--- src/design/i2cm_pkg.sv ---
`timescale 1ns / 1ps

package i2cm_pkg;

  // Configuration port.
  localparam int CFG_W = 16;
  typedef logic [CFG_W-1:0] cfg_data_t;
  typedef logic [0:0]       cfg_idx_t;

  localparam cfg_idx_t REG_QPERIOD = 1'b0;
  localparam cfg_idx_t REG_ACKTO   = 1'b1;

  localparam cfg_data_t QPERIOD_RST = 16'd25;
  localparam cfg_data_t ACKTO_RST   = 16'd100;

  // Command codes as they arrive on the input channel.
  localparam logic [2:0] CMD_NONE  = 3'd0;
  localparam logic [2:0] CMD_START = 3'd1;
  localparam logic [2:0] CMD_STOP  = 3'd2;
  localparam logic [2:0] CMD_WRITE = 3'd3;
  localparam logic [2:0] CMD_READ  = 3'd4;

  // Bus engine phases.
  localparam logic [3:0] PH_IDLE  = 4'd0;
  localparam logic [3:0] PH_START = 4'd1;
  localparam logic [3:0] PH_STOP  = 4'd2;
  localparam logic [3:0] PH_WBIT  = 4'd3;
  localparam logic [3:0] PH_WREL  = 4'd4;
  localparam logic [3:0] PH_WPOLL = 4'd5;
  localparam logic [3:0] PH_WEND  = 4'd6;
  localparam logic [3:0] PH_RBIT  = 4'd7;
  localparam logic [3:0] PH_RACK  = 4'd8;

  typedef struct packed {
    logic [2:0] command;
    logic [7:0] byte_in;
    logic       send_ack;
    logic       sda_in;
  } in_item_t;

  // Item after the front has classified the command.
  typedef struct packed {
    logic [2:0] cmd;
    logic [7:0] data;
    logic       send_ack;
    logic       sda;
  } cmd_item_t;

  typedef struct packed {
    logic       scl_out;
    logic       sda_out;
    logic       busy_res;
    logic       done_res;
    logic [7:0] read_data;
    logic       ack_seen;
  } out_item_t;

endpackage

--- src/design/i2c_master_bit_engine_core.sv ---
`timescale 1ns / 1ps
// Channel   Ports                                  Transfer when
// input     in_push, in_full, in_item              in_push high and in_full low
// result    out_pop, out_empty, out_item           out_pop high and out_empty low
// config    cfg_we, cfg_index, cfg_wdata           cfg_we high
//
// Every input item is one tick of the bus timing engine and yields exactly one
// result item. The engine retires one item per cycle while an item is waiting and
// the result queue has room; each item passes through the front queue, the
// combinational engine step and the result queue before its result can be popped.
// Reset is synchronous and active low; both queues come up empty, the lines
// released and the configuration at its reset values.
// Either side may stall on its own: while no result is popped the input side still
// takes up to four transfers, two held in each queue, before in_full rises.

module i2c_master_bit_engine_core (
  input  logic                clk,
  input  logic                rst_n,
  input  logic                in_push,
  output logic                in_full,
  input  i2cm_pkg::in_item_t  in_item,
  output logic                out_empty,
  input  logic                out_pop,
  output i2cm_pkg::out_item_t out_item,
  input  logic                cfg_we,
  input  i2cm_pkg::cfg_idx_t  cfg_index,
  input  i2cm_pkg::cfg_data_t cfg_wdata
);
  import i2cm_pkg::*;

  // Classified items waiting for the engine.
  cmd_item_t cmd_head;
  logic      cmd_empty;
  logic      cmd_pop;

  // Engine results heading for the result queue.
  out_item_t res_item;
  logic      res_push;
  logic      res_full;

  // The front decodes the command field and buffers items, so the host can
  // keep pushing while the engine waits for room downstream.
  i2cm_front u_front (
    .clk     (clk),
    .rst_n   (rst_n),
    .in_push (in_push),
    .in_full (in_full),
    .in_item (in_item),
    .pop     (cmd_pop),
    .empty   (cmd_empty),
    .head    (cmd_head)
  );

  // The engine advances the bus state by one tick for each item it takes. It
  // only moves when an item is waiting and the result queue has room, so no
  // tick is ever lost or repeated.
  i2cm_engine u_engine (
    .clk       (clk),
    .rst_n     (rst_n),
    .cfg_we    (cfg_we),
    .cfg_index (cfg_index),
    .cfg_wdata (cfg_wdata),
    .cmd_empty (cmd_empty),
    .cmd_head  (cmd_head),
    .cmd_pop   (cmd_pop),
    .res_full  (res_full),
    .res_push  (res_push),
    .res_item  (res_item)
  );

  // The result queue holds finished results until the consumer pops them.
  i2cm_resq u_resq (
    .clk       (clk),
    .rst_n     (rst_n),
    .push      (res_push),
    .full      (res_full),
    .item      (res_item),
    .out_pop   (out_pop),
    .out_empty (out_empty),
    .out_item  (out_item)
  );

endmodule

--- src/design/i2cm_front.sv ---
`timescale 1ns / 1ps

module i2cm_front (
  input  logic                clk,
  input  logic                rst_n,
  input  logic                in_push,
  output logic                in_full,
  input  i2cm_pkg::in_item_t  in_item,
  input  logic                pop,
  output logic                empty,
  output i2cm_pkg::cmd_item_t head
);
  import i2cm_pkg::*;

  cmd_item_t  mem_r [2];
  logic       wptr_r, wptr_nxt;
  logic       rptr_r, rptr_nxt;
  logic [1:0] count_r, count_nxt;
  logic       push_ok, pop_ok;
  cmd_item_t  dec;

  // Codes outside the command set behave as no command at all.
  always_comb begin
    dec.data     = in_item.byte_in;
    dec.send_ack = in_item.send_ack;
    dec.sda      = in_item.sda_in;
    unique case (in_item.command)
      CMD_START, CMD_STOP, CMD_WRITE, CMD_READ: dec.cmd = in_item.command;
      default:                                  dec.cmd = CMD_NONE;
    endcase
  end

  assign in_full = (count_r == 2'd2);
  assign empty   = (count_r == 2'd0);
  assign push_ok = in_push && !in_full;
  assign pop_ok  = pop && !empty;
  assign head    = mem_r[rptr_r];

  always_comb begin
    wptr_nxt  = push_ok ? ~wptr_r : wptr_r;
    rptr_nxt  = pop_ok ? ~rptr_r : rptr_r;
    count_nxt = count_r + {1'b0, push_ok} - {1'b0, pop_ok};
  end

  always_ff @(posedge clk) begin
    if (!rst_n) begin
      wptr_r  <= 1'b0;
      rptr_r  <= 1'b0;
      count_r <= 2'd0;
    end else begin
      wptr_r  <= wptr_nxt;
      rptr_r  <= rptr_nxt;
      count_r <= count_nxt;
    end
  end

  always_ff @(posedge clk) begin
    if (push_ok) begin
      mem_r[wptr_r] <= dec;
    end
  end

endmodule

--- src/design/i2cm_engine.sv ---
`timescale 1ns / 1ps

module i2cm_engine (
  input  logic                clk,
  input  logic                rst_n,
  input  logic                cfg_we,
  input  i2cm_pkg::cfg_idx_t  cfg_index,
  input  i2cm_pkg::cfg_data_t cfg_wdata,
  input  logic                cmd_empty,
  input  i2cm_pkg::cmd_item_t cmd_head,
  output logic                cmd_pop,
  input  logic                res_full,
  output logic                res_push,
  output i2cm_pkg::out_item_t res_item
);
  import i2cm_pkg::*;

  cfg_data_t  qper_r, ackto_r;

  logic [3:0] phase_r, phase_nxt;
  logic [2:0] bit_r, bit_nxt;
  logic [15:0] tick_r, tick_nxt;
  logic [15:0] wait_r, wait_nxt;
  logic [7:0] shift_r, shift_nxt;
  logic       ackm_r, ackm_nxt;
  logic       scl_r, scl_nxt;
  logic       sda_r, sda_nxt;
  logic       ackf_r, ackf_nxt;
  logic [7:0] last_r, last_nxt;
  logic       done;
  logic       go;
  logic       enter;
  logic [3:0] ent_ph;
  logic [1:0] lv_q, lv_e;
  logic [15:0] qlen;

  function automatic logic [2:0] quarters(input logic [3:0] ph);
    logic [2:0] n;
    unique case (ph)
      PH_START, PH_WBIT, PH_RBIT: n = 3'd4;
      PH_STOP:                    n = 3'd5;
      PH_WREL, PH_WEND:           n = 3'd2;
      PH_RACK:                    n = 3'd6;
      default:                    n = 3'd1;
    endcase
    return n;
  endfunction

  // Line levels set at the start of quarter q of phase ph: {scl, sda}.
  function automatic logic [1:0] levels(input logic [3:0] ph, input logic [15:0] q,
                                        input logic scl, input logic sda,
                                        input logic [7:0] shb, input logic [2:0] bi,
                                        input logic am);
    logic c, d;
    c = scl;
    d = sda;
    unique case (ph)
      PH_START: begin
        if (q == 16'd0) begin
          c = 1'b1;
          d = 1'b1;
        end
        if (q == 16'd2) d = 1'b0;
      end
      PH_STOP: begin
        if (q == 16'd0) begin
          c = 1'b0;
          d = 1'b0;
        end
        if (q == 16'd1) c = 1'b1;
        if (q == 16'd3) d = 1'b1;
      end
      PH_WBIT: begin
        if (q == 16'd0) c = 1'b0;
        if (q == 16'd1) d = shb[3'd7 - bi];
        if (q == 16'd2) c = 1'b1;
      end
      PH_WREL: begin
        if (q == 16'd0) begin
          d = 1'b1;
          c = 1'b0;
        end
      end
      PH_WPOLL: c = 1'b1;
      PH_WEND: begin
        if (q == 16'd0) c = 1'b0;
      end
      PH_RBIT: begin
        if (q == 16'd0) begin
          c = 1'b0;
          d = 1'b1;
        end
        if (q == 16'd2) c = 1'b1;
      end
      PH_RACK: begin
        if (q == 16'd0) c = 1'b0;
        if (q == 16'd1) d = !am;
        if (q == 16'd2) c = 1'b1;
        if (q == 16'd4) c = 1'b0;
      end
      default: ;
    endcase
    return {c, d};
  endfunction

  assign go       = !cmd_empty && !res_full;
  assign cmd_pop  = go;
  assign res_push = go;
  assign qlen     = (qper_r == 16'd0) ? 16'd1 : qper_r;

  always_comb begin
    phase_nxt = phase_r;
    bit_nxt   = bit_r;
    tick_nxt  = tick_r;
    wait_nxt  = wait_r;
    shift_nxt = shift_r;
    ackm_nxt  = ackm_r;
    scl_nxt   = scl_r;
    sda_nxt   = sda_r;
    ackf_nxt  = ackf_r;
    last_nxt  = last_r;
    done      = 1'b0;
    enter     = 1'b0;
    ent_ph    = PH_IDLE;
    lv_q      = 2'b00;

    if (!go) begin
      // Nothing to do without an item and room for its result.
    end else if (phase_r == PH_IDLE) begin
      unique case (cmd_head.cmd)
        CMD_START: begin
          enter  = 1'b1;
          ent_ph = PH_START;
        end
        CMD_STOP: begin
          enter  = 1'b1;
          ent_ph = PH_STOP;
        end
        CMD_WRITE: begin
          shift_nxt = cmd_head.data;
          bit_nxt   = 3'd0;
          enter     = 1'b1;
          ent_ph    = PH_WBIT;
        end
        CMD_READ: begin
          ackm_nxt  = cmd_head.send_ack;
          shift_nxt = 8'd0;
          bit_nxt   = 3'd0;
          enter     = 1'b1;
          ent_ph    = PH_RBIT;
        end
        default: ;
      endcase
    end else if (phase_r == PH_WPOLL) begin
      if (!cmd_head.sda) begin
        ackf_nxt = 1'b1;
        enter    = 1'b1;
        ent_ph   = PH_WEND;
      end else if (wait_r >= ackto_r) begin
        ackf_nxt = 1'b0;
        enter    = 1'b1;
        ent_ph   = PH_WEND;
      end else begin
        wait_nxt = wait_r + 16'd1;
      end
    end else if (({1'b0, tick_r} + 17'd1) >= {1'b0, qlen}) begin
      tick_nxt = 16'd0;
      if (phase_r == PH_RBIT && wait_r == 16'd2) begin
        shift_nxt = {shift_r[6:0], cmd_head.sda};
      end
      if (({1'b0, wait_r} + 17'd1) < {14'd0, quarters(phase_r)}) begin
        wait_nxt = wait_r + 16'd1;
        lv_q     = levels(phase_r, wait_nxt, scl_r, sda_r, shift_nxt, bit_r, ackm_r);
        scl_nxt  = lv_q[1];
        sda_nxt  = lv_q[0];
      end else begin
        unique case (phase_r)
          PH_WBIT: begin
            enter = 1'b1;
            if (bit_r == 3'd7) begin
              ent_ph = PH_WREL;
            end else begin
              bit_nxt = bit_r + 3'd1;
              ent_ph  = PH_WBIT;
            end
          end
          PH_WREL: begin
            enter  = 1'b1;
            ent_ph = PH_WPOLL;
          end
          PH_RBIT: begin
            enter = 1'b1;
            if (bit_r == 3'd7) begin
              ent_ph = PH_RACK;
            end else begin
              bit_nxt = bit_r + 3'd1;
              ent_ph  = PH_RBIT;
            end
          end
          PH_RACK: begin
            last_nxt  = shift_nxt;
            phase_nxt = PH_IDLE;
            wait_nxt  = 16'd0;
            done      = 1'b1;
          end
          default: begin
            phase_nxt = PH_IDLE;
            wait_nxt  = 16'd0;
            done      = 1'b1;
          end
        endcase
      end
    end else begin
      tick_nxt = tick_r + 16'd1;
    end

    lv_e = levels(ent_ph, 16'd0, scl_r, sda_r, shift_nxt, bit_nxt, ackm_nxt);
    if (enter) begin
      phase_nxt = ent_ph;
      wait_nxt  = 16'd0;
      tick_nxt  = 16'd0;
      scl_nxt   = lv_e[1];
      sda_nxt   = lv_e[0];
    end
  end

  always_comb begin
    res_item.scl_out   = scl_nxt;
    res_item.sda_out   = sda_nxt;
    res_item.busy_res  = (phase_nxt != PH_IDLE);
    res_item.done_res  = done;
    res_item.read_data = last_nxt;
    res_item.ack_seen  = ackf_nxt;
  end

  always_ff @(posedge clk) begin
    if (!rst_n) begin
      qper_r  <= QPERIOD_RST;
      ackto_r <= ACKTO_RST;
    end else if (cfg_we) begin
      unique case (cfg_index)
        REG_QPERIOD: qper_r  <= cfg_wdata;
        REG_ACKTO:   ackto_r <= cfg_wdata;
        default: ;
      endcase
    end
  end

  always_ff @(posedge clk) begin
    if (!rst_n) begin
      phase_r <= PH_IDLE;
      bit_r   <= 3'd0;
      tick_r  <= 16'd0;
      wait_r  <= 16'd0;
      shift_r <= 8'd0;
      ackm_r  <= 1'b0;
      scl_r   <= 1'b1;
      sda_r   <= 1'b1;
      ackf_r  <= 1'b0;
      last_r  <= 8'd0;
    end else begin
      phase_r <= phase_nxt;
      bit_r   <= bit_nxt;
      tick_r  <= tick_nxt;
      wait_r  <= wait_nxt;
      shift_r <= shift_nxt;
      ackm_r  <= ackm_nxt;
      scl_r   <= scl_nxt;
      sda_r   <= sda_nxt;
      ackf_r  <= ackf_nxt;
      last_r  <= last_nxt;
    end
  end

endmodule

--- src/design/i2cm_resq.sv ---
`timescale 1ns / 1ps

module i2cm_resq (
  input  logic                clk,
  input  logic                rst_n,
  input  logic                push,
  output logic                full,
  input  i2cm_pkg::out_item_t item,
  input  logic                out_pop,
  output logic                out_empty,
  output i2cm_pkg::out_item_t out_item
);
  import i2cm_pkg::*;

  out_item_t  mem_r [2];
  logic       wptr_r, wptr_nxt;
  logic       rptr_r, rptr_nxt;
  logic [1:0] count_r, count_nxt;
  logic       push_ok, pop_ok;

  assign full      = (count_r == 2'd2);
  assign out_empty = (count_r == 2'd0);
  assign push_ok   = push && !full;
  assign pop_ok    = out_pop && !out_empty;
  assign out_item  = mem_r[rptr_r];

  always_comb begin
    wptr_nxt  = push_ok ? ~wptr_r : wptr_r;
    rptr_nxt  = pop_ok ? ~rptr_r : rptr_r;
    count_nxt = count_r + {1'b0, push_ok} - {1'b0, pop_ok};
  end

  always_ff @(posedge clk) begin
    if (!rst_n) begin
      wptr_r  <= 1'b0;
      rptr_r  <= 1'b0;
      count_r <= 2'd0;
    end else begin
      wptr_r  <= wptr_nxt;
      rptr_r  <= rptr_nxt;
      count_r <= count_nxt;
    end
  end

  always_ff @(posedge clk) begin
    if (push_ok) begin
      mem_r[wptr_r] <= item;
    end
  end

endmodule

--- config.mk ---
export PLATFORM = sky130hd
export DESIGN_NAME = i2c_master_bit_engine_core
export DESIGN_NICKNAME = d
export VERILOG_FILES = /design/src/design/i2cm_pkg.sv /design/src/design/i2c_master_bit_engine_core.sv /design/src/design/i2cm_front.sv /design/src/design/i2cm_engine.sv /design/src/design/i2cm_resq.sv
export SDC_FILE = /design/constraint.sdc
export NUM_CORES = 1
export LEC_CHECK = 0
export ABC_AREA = 1
export BUFFER_PORTS_ARGS = -buffer_cell sky130_fd_sc_hd__buf_2
export CELL_PAD_IN_SITES_DETAIL_PLACEMENT = 0
export CELL_PAD_IN_SITES_GLOBAL_PLACEMENT = 1
export CORE_MARGIN = 3
export CORE_UTILIZATION = 45
export DETAILED_ROUTE_END_ITERATION = 12
export GPL_TIMING_DRIVEN = 0
export HOLD_SLACK_MARGIN = 0.15
export PLACE_DENSITY_LB_ADDON = 0.1
export REMOVE_ABC_BUFFERS = 1
export SLEW_MARGIN = 5
export SYNTH_ARGS = -nofsm -noshare
export SYNTH_HDL_FRONTEND = slang
export SYNTH_SLANG_ARGS = --single-unit
--- constraint.sdc ---
create_clock -name clk -period 7.6 [get_ports clk]
set_input_delay 0.76 -clock clk [delete_from_list [all_inputs] [get_ports clk]]
set_output_delay 0.76 -clock clk [all_outputs]
set_load 0.01 [all_outputs]
=== After elaboration in Yosys (flattened, before gate mapping) ===
Memory sizes are Yosys's and may differ from the RTL's. A register that Yosys moved wholly into a read port is not among the register bits.
Index checks and enable logic that the tools add are counted.

* Bits in registers: 99
* Latch bits: 0
* Bits in writable memories: 52
* Memory bits (read-only): 0
* Input bits: 35
* Word-level logic and storage cells: 232
* Memories kept: 2

* Add/sub/neg operators: 10
* $mul: 0
* Divide/modulo/power cells: 0
* Magnitude comparators: 4
* Equality and inequality tests: 40
* Shift operators: 0
* Mux-type cells: 111
* Bitwise logic cells: 8
* Reductions and logical operators: 39

{| class="wikitable"
|+ Memories
! name !! depth !! width !! rd ports !! clocked after memory_dff !! wr ports !! RTL line !! text
|-
| u_front.mem_r || 2 || 13 || 1 || 1 || 1 || i2cm_front.sv:15 || <nowiki>cmd_item_t mem_r [2];</nowiki>
|-
| u_resq.mem_r || 2 || 13 || 1 || 1 || 1 || i2cm_resq.sv:15 || <nowiki>out_item_t mem_r [2];</nowiki>
|}

{| class="wikitable"
|+ Operator list
! kind !! number
|-
| 2-to-1 mux 16 bit || 8
|-
| 2-to-1 mux 8 bit || 14
|-
| 2-to-1 mux 4 bit || 14
|-
| 2-to-1 mux 1 bit || 52
|-
| equality test 16 x 2 -> 1 bit, second input constant || 3
|-
| 2-to-1 mux 3 bit || 14
|-
| adder 16 x 1 -> 17 bit, second input constant || 2
|-
| adder 16 x 1 -> 16 bit, second input constant || 2
|-
| equality test 4 x 3 -> 1 bit, second input constant || 8
|-
| logical NOT 16 bit || 2
|-
| case mux 3 bit (4 select lines) || 2
|-
| greater-or-equal comparator 17 x 16 -> 1 bit || 1
|-
| < comparator 17 x 3 -> 1 bit || 1
|-
| equality test 16 x 1 -> 1 bit, second input constant || 1
|-
| equality test 16 x 3 -> 1 bit, second input constant || 1
|-
| equality test 4 x 2 -> 1 bit, second input constant || 4
|-
| greater-or-equal comparator 16 bit || 1
|-
| case mux 8 bit (2 select lines) || 1
|-
| equality test 3 x 2 -> 1 bit, second input constant || 4
|-
| case mux 4 bit (3 select lines) || 1
|-
| OR reduction 2 bit || 6
|-
| case mux 1 bit (5 select lines) || 2
|-
| equality test 3 bit, second input constant || 3
|-
| OR reduction 3 bit || 3
|-
| 29 further kinds || 62
|}

=== Longest topological paths before layout ===
Gate-level depths: netlist (run 1).

* Depth in word-level cells: 17
* Depth in mapped cells: 30
* Mapped depth without buffers: 30

=== Hierarchy ===
A second synthesis (run 1) with hierarchy kept.

* Cells, all modules: 1111
* Area total of the unflattened synthesis: 8717.1 sq um

{| class="wikitable"
|+ Modules (own cells, without submodules)
! module !! times used !! cells each !! area an instance (sq um)
|-
| i2cm_engine || 1 || 947 || 6231.0
|-
| i2cm_front || 1 || 86 || 1262.5
|-
| i2cm_resq || 1 || 78 || 1223.7
|}

=== Worst setup path after synthesis (run 1) ===
Ideal clock, no wire load.

* Path type: reg2reg
* Start point: reg u_engine.tick_r[0]
* End point: mem u_resq.mem_r[0][11] in the netlist's numbering, data pin
* Arrival time: 3.270 ns
* Required time: 7.343 ns
* Path slack: 4.073 ns
* Cell stages (with the launch flop): 31
* Buffers on the path: 0
* Path through: dfxtp_1 ha_1 nand2_1 inv_1 nand2_1 nor2_1 inv_1 nor3_2 nand2_1 nor3_1 xor2_1 inv_1 ha_1 nand2_1 nand2_1 nor2_1 nand3_1 nor2_1 nand3_1 nand2_1 nand3_2 inv_1 nand2_1 nand2_2 inv_1 nand2_1 nor2_1 a21oi_1 nand2_1 nand2_1 nand2_1

{| class="wikitable"
|+ RTL lines
! element !! RTL line !! text
|-
| start: declaration || i2cm_engine.sv:22 || <nowiki>logic [15:0] tick_r, tick_nxt;</nowiki>
|-
| start signal: assignment || i2cm_engine.sv:264 || <nowiki>tick_r <= tick_nxt;</nowiki>
|-
| end: declaration || i2cm_resq.sv:15 ||
|}

==> impl_metrics.toml, run 1 <==
[status]
outcome = "completed"

[logic_synthesis]
synth_flop_cell = "dfxtp_1"
yosysSeqAreaShare_pct = 41.90
async_flop_share_pct = 0
synthCells = 1094
ys_ff_latch = 153
synth_edf_count = 52
synth.avg_cell_area_um2 = 7.817
synth_cell_type_count = 49
netlist_area_um2 = 8552
yosysWarnings = 0

[floorplanning]
dieArea_um2 = 20690
initial_core_util_pct = 46.65
die_y_um = 143.9
rows = 49
ios = 50
coreArea_um2 = 18330
fp.dieW_um = 143.9

[worst_setup_path]
path_max_fanout = 17
crit_type = "register to register"
cp_slowest_cell = "inv_1"
slowest_delay_ps = 510
path_common_cell = "nand2_1"
worstPathRequired_ps = 7770
reg2reg_from = "u_engine.tick_r[0]"
crit_path_end_kind = "register"
worstPathArrival_ps = 4990
worst_setup_path_start_kind = "register"
startpoint = "u_engine.tick_r[0]"

[clock_network]
cts-htree-levels = 4
cts_buffers = 17
cts_root_buffer = "clkbuf_16"
cts_max_path_buffers = 2
clk_latency_ps = 430
cts_num_sinks = 153
clk_pin_slew_ps = 70
post_cts_resize_count = 0
cts_tree = "yes"
post-cts-setup-buffer-count = 0
postCtsHoldBufs = 0

[placed_design]
numPortBuffers = 49
place_worst_setup_slack_ps = 2842
dp_hpwl_um = 15100
finalWeightedCongestion = 0.8578
dp_cells = 1339

[job]
cap_violations = 0

[timing]
tightest_slew_ps = 1150
slew_headroom_pct = 23.04
hold_viol = 0
fin_ws_ps = 2781
max_freq_ghz = 0.2075
setup_tns_ps = 0
period_share_pct = 63.41
skew_ps = 12.23
rsz0062_at_grt = "false"
setup_viol = 0
drv_slew = 0
min_period_ps = 4819

[global_route]
grt-ovfl-total = 0
grt_first_pass_wirelength_um = 33370
grt_max_degree = 54
grt_pass1_vias = 6487
antenna_found_initial = 0
track_usage_pct = 20.33

[route]
avgRoutedWirePerCell_um = 14.91
vias = 7160
drc = 0
dr.first_iter.drc_count = 529
firstDrtPassIters = 5
postRouteWirelength_um = 20440
viasPerCell = 5.222
ant_nets = 0

[power_and_ir_drop]
p_per_area_nw_per_um2 = 285.1
p_leak_uw = 0.004111
vdd_ir_drop_max_mv = 0.1775

[cells_and_area]
antennaDiodeCount = 0
fin_nets = 1210
area_growth_pct = 10.78
final_cells = 1371
drive_gt1_share_pct = 12.17

[hold_path]
holdCritStartpoint = "u_engine.ackto_r[7]"
hp-class = "register to register"
==> area by class of cell <==
class / instances / area, um^2
fillers: 1780 / 8857
multi-input cells: 754 / 4199
flip-flops and latches: 153 / 3583
inverters: 154 / 579.3
clock buffers: 18 / 429.2
well taps: 229 / 286.5
repair buffers: 49 / 245.2
clock inverters: 14 / 151.4
==> kinds of logic (layout without fill, tap and decap cells) <==
family	Yosys count	in the layout	share of synthesized area, %
flops	153	153	41.90
fa+ha+maj	46	46	6.730
buf+inv	187	235	9.056
xor+xnor	15	15	1.624
simple gates	449	449	23.41
compound gates	220	220	14.26
mux	24	24	3.014
==> worst paths after layout <==
kind                                             to  cells after the start  slack [ps]
worst max-delay path            u_resq.mem_r[1][11]                     28        2780
worst min register to register  u_engine.ackto_r[7]                      2         460
worst min-delay path            u_engine.ackto_r[7]                      2         460
worst max register to register  u_resq.mem_r[1][11]                     28        2780
==> cell usage in the layout, fill, tap and decap left out, drive strengths merged <==
cell / instances
nand2: 212
inv: 159
nor2: 110
dfxtp: 101
a21oi: 92
o21ai: 88
nand3: 79
edfxtp: 52
buf: 49
ha: 46
nand4: 22
clkbuf: 18
mux2: 14
xor2: 13
nor3: 11
a211oi: 11
mux2i: 10
o22ai: 9
or2: 9
clkinv: 8
o211ai: 7
a31oi: 5
nor4: 3
o21bai: 3
xnor2: 2
nand3b: 2
a21o: 1
a41o: 1
nor3b: 1
o311ai: 1
o31ai: 1
a41oi: 1
clkinvlp: 1
==> sequential cells by signal (all words and copies together), names as in the netlist, 4 cells and up, named ones only <==
name              flops
u_engine.ackto_r     16
u_engine.shift_r      8
u_front.mem_r        26
u_resq.mem_r         26
u_engine.qper_r      16
u_engine.phase_r      4
u_engine.tick_r      16
u_engine.last_r       8
u_engine.wait_r      16
==> synthesized netlist by cell type, types with 8 or more instances <==
cell type | number | area, um^2
nand2_1 | 205 | 769.5
inv_1 | 145 | 544.3
dfxtp_1 | 101 | 2022
nor2_1 | 96 | 360.4
a21oi_1 | 91 | 455.4
o21ai_0 | 83 | 415.4
nand3_1 | 76 | 380.4
edfxtp_1 | 52 | 1562
ha_1 | 46 | 575.6
nand4_1 | 22 | 137.6
clkbuf_1 | 18 | 67.56
mux2_2 | 14 | 157.7
xor2_1 | 12 | 105.1
nor2_2 | 11 | 68.82
mux2i_1 | 10 | 100.1
nor3_1 | 9 | 45.04
o22ai_1 | 9 | 56.30
buf_6 | 8 | 90.09
==> worst max-delay path: cells and delay by family (launching register included) <==
kind / cells / cell delay [ps]
AOI/OAI and AO/OA: 1 / 190
xor gates and xnor gates: 1 / 160
adders and majority gates: 1 / 200
buffers and inverters: 5 / 830
DFF: 1 / 410
and+or+nand+nor: 20 / 2780
==> metrics by stage <==
stage / utilization (%) / power, uW / hold WS (ps) / cell area, um^2
floorplan: - / 1635 / 425.5 / 8357
global placement: 48.49 / 1872 / 432.6 / 8889
detailed placement: 48.52 / 1887 / 454.4 / 8894
CTS: 51.68 / 2728 / 463.4 / 9474
global route: 51.68 / 2889 / 483.4 / 9474
finish: 51.68 / 2701 / 457.2 / 9474
==> where the power goes <==
group          leakage, uW  internal (uW)  total [uW]  switching (uW)
Combinational      0.00252            257         802             545
Sequential         0.00131            993        1070            73.9
Clock             0.000283            441         833             392
==> layer usage <==
| metal | global-route usage [%] | share of wire [%] | wire length, um |
|---|---|---|---|
| met3 | 3.161 | 3.6 | 746 |
| met2 | 31.06 | 44 | 8900 |
| met1 | 29.71 | 51 | 10450 |
| met4 | 6.095 | 1.7 | 340 |
| met5 | 0 | 0 | 0 |
Power figures use the tool's default switching activity.
==> run 2, diff against run 1 <==
--- a/config.mk
+++ b/config.mk
@@ -5,12 +5,12 @@
 export SDC_FILE = /design/constraint.sdc
 export NUM_CORES = 1
 export LEC_CHECK = 0
-export ABC_AREA = 1
+export ABC_AREA = 0
 export BUFFER_PORTS_ARGS = -buffer_cell sky130_fd_sc_hd__buf_2
 export CELL_PAD_IN_SITES_DETAIL_PLACEMENT = 0
 export CELL_PAD_IN_SITES_GLOBAL_PLACEMENT = 1
 export CORE_MARGIN = 3
-export CORE_UTILIZATION = 45
+export CORE_UTILIZATION = 43
 export DETAILED_ROUTE_END_ITERATION = 12
 export GPL_TIMING_DRIVEN = 0
 export HOLD_SLACK_MARGIN = 0.15
==> constraint.sdc (replaced) <==
create_clock -name clk -period 4 [get_ports clk]
set_input_delay 0.4 -clock clk [delete_from_list [all_inputs] [get_ports clk]]
set_output_delay 0.4 -clock clk [all_outputs]
set_load 0.01 [all_outputs]
==> impl_metrics.toml, run 2 <==
[status]
outcome = "finished, violations left"
violations = "negative setup slack"

[clock_network]
cts_num_sinks = 153
cts_root_buffer = "clkbuf_16"
cts-htree-levels = 4
cts_max_path_buffers = 2
cts_buffers = 17
clk_latency_ps = 430
clk_pin_slew_ps = 70
cts_tree = "yes"

[timing]
hold_viol = 0
setup_tns_ps = -109.8
setup_viol = 4
skew_ps = 18.18
fin_ws_ps = -37.92
rsz0062_at_grt = "true"
drv_slew = 0
period_share_pct = 100.9
max_freq_ghz = 0.2477
slew_headroom_pct = 23.38
tightest_slew_ps = 1145
min_period_ps = 4038

[power_and_ir_drop]
p_leak_uw = 0.003905
pwr-share-clk_pct = 27.5
p_seq_share_pct = 36.1
pwr-share-comb_pct = 36.4
p_sw_share_pct = 38.25
total_power_uw = 5802
vdd_ir_drop_max_mv = 0.3372
power.switching_uw = 2219
power.internal_uw = 3583
p_per_area_nw_per_um2 = 558.0

[worst_setup_path]
slowest_delay_ps = 420
path_max_fanout = 6
crit_cells = 17
rr_worst_depth = 17
worst_setup_path_start_kind = "register"
cp_num_buf_inv = 1
crit_chain = "and3_4 > nor3b_4 > and3_4 > and3_4 > nand3_4 > xnor2_2 > ha_1 > o21a_1 > o21a_1 > a221oi_2 > o211ai_1 > buf_4 > o211ai_1 > a31oi_4 > or3b_1 > nand3_2 > nor2_2"
cp_top_family = "simple AND/OR/NAND/NOR gates"
worstPathRequired_ps = 4170
cp_slowest_cell = "or3b_1"
worstPathArrival_ps = 4210
crit_type = "register to register"
path_common_cell = "and3_4"
crit_path_end_kind = "register"

[cells_and_area]
fin_nets = 1114
finish.utilization_pct = 53.08
final_cells = 1311
final_cell_mix = "nand2_1, dfxtp_1, nor2_1, a21oi_1, inv_1"
layout_commonest_cell = "nand2_1"
antennaDiodeCount = 0
drive_gt1_share_pct = 23.14
top_regs = "u_front.mem_r: 26 flops, u_resq.mem_r: 26 flops"
final_area_um2 = 10400
area_growth_pct = 20.64

[logic_synthesis]
synth_edf_count = 52
synth_area_leaders = "dfxtp_1, edfxtp_1, ha_1"
synth.avg_cell_area_um2 = 8.857
async_flop_share_pct = 0
yosysWarnings = 0
synthTopCellsByCount = "nand2_1, dfxtp_1, nor2_1"
synth_top_area_share_pct = 23.46
ys_ff_latch = 153
yosysMostFrequentCell = "nand2_1"
synth_top_area_cell = "dfxtp_1"
synthCells = 973
synth_flop_cell = "dfxtp_1"
yosysSeqAreaShare_pct = 41.58
synth_cell_type_count = 82
netlist_area_um2 = 8618

[global_route]
track_usage_pct = 20.22
grt_pass1_vias = 6801
grt_max_degree = 33
grt_first_pass_wirelength_um = 35610
grt-ovfl-total = 0
antenna_found_initial = 0

[route]
vias = 7157
firstDrtPassIters = 5
viasPerCell = 5.459
dr.first_iter.drc_count = 397
drc = 0
postRouteWirelength_um = 22370
ant_nets = 0
avgRoutedWirePerCell_um = 17.06

[job]
cap_violations = 0

[placed_design]
dp_hpwl_um = 15320
finalWeightedCongestion = 0.8589
dp_cells = 1238
numPortBuffers = 49
placed_area_um2 = 9032

[floorplanning]
initial_core_util_pct = 43.99
fp.dieW_um = 147.6
rows = 51
coreArea_um2 = 19590
die_y_um = 147.6
dieArea_um2 = 21780
ios = 50

[hold_path]
hp-class = "input port to register"
min_path_cells = 1
==> run 2: changes by cell type after synthesis, sizes merged, moves of 15 or more <==
cell    change
o21ai      -31
nand2     -108
and2       +18
nand3      -47
inv        -93
clkbuf     +18
xnor2      +19
a21oi      -15
==> run 2: power groups by stage <==
stage / Clock (uW) / Combinational (uW) / Sequential, uW
after floorplan: 0 / 1280 / 2060
after global placement: 0 / 1770 / 2130
after detailed placement: 0 / 1780 / 2130
after CTS: 1640 / 1860 / 2100
after global routing: 1710 / 2340 / 2130
final: 1600 / 2110 / 2090
==> run 2: final timing paths <==
kind | start | to | slack [ps]
worst min-delay path | in_item[9] | u_front.mem_r[0][9] | 180
worst min register to register | u_engine.ackto_r[14] | u_engine.ackto_r[14] | 460
worst max register to register | u_engine.tick_r[0] | u_resq.mem_r[1][11] | -40
worst max-delay path | u_engine.tick_r[0] | u_resq.mem_r[1][11] | -40
==> run 2: cells by family (layout without fill, tap and decap cells) <==
logic type                 count (synthesis)  in the layout  share of synthesized area (%)
and+or+nand+nor                          369            372                          21.63
AOI/OAI and AO/OA                        226            226                          17.07
DFF                                      153            153                          41.58
buffers and inverters                    111            181                          5.023
adders and majority gates                 46             46                          6.678
muxes                                     37             37                          4.864
xor gates and xnor gates                  31             31                          3.150
==> run 2: layout make-up <==
cell class | count | area (um^2)
tap | 265 | 331.6
sequential | 153 | 3603
fill | 1855 | 9193
timing repair buffer | 91 | 650.6
inverter | 58 | 222.7
clock buffer | 18 | 429.2
multi-input combinational | 712 | 5005
clock inverter | 14 | 155.1
==> run 2: stage by stage <==
stage          hold slack [ps]  worst slack (ps)
2_1_floorplan            436.3            -752.6
3_5_place_dp             449.1             -1405
6_report                 175.2            -37.92
5_1_grt                  153.1            -287.4
4_1_cts                  151.7            -39.18
3_3_place_gp             445.6             -2422
==> run 2: routing by layer <==
layer	wire length (um)	track usage [%]	part of all wire, %
met5	0	0	0
met4	365	4.939	1.6
met3	679	3.495	3.0
met2	11280	34.43	50
met1	10050	26.88	45
==> run 2: repair_timing <==
action | 4_1_cts | 5_1_grt
buffers inserted | 16 | 16
hold buffers | 5 | 0
cloned | 0 | 4
pin swaps | 13 | 29
gates resized for setup | 34 | 80
hold endpoints to repair | 10 | 0
endpoints found under the setup margin | 81 | 76
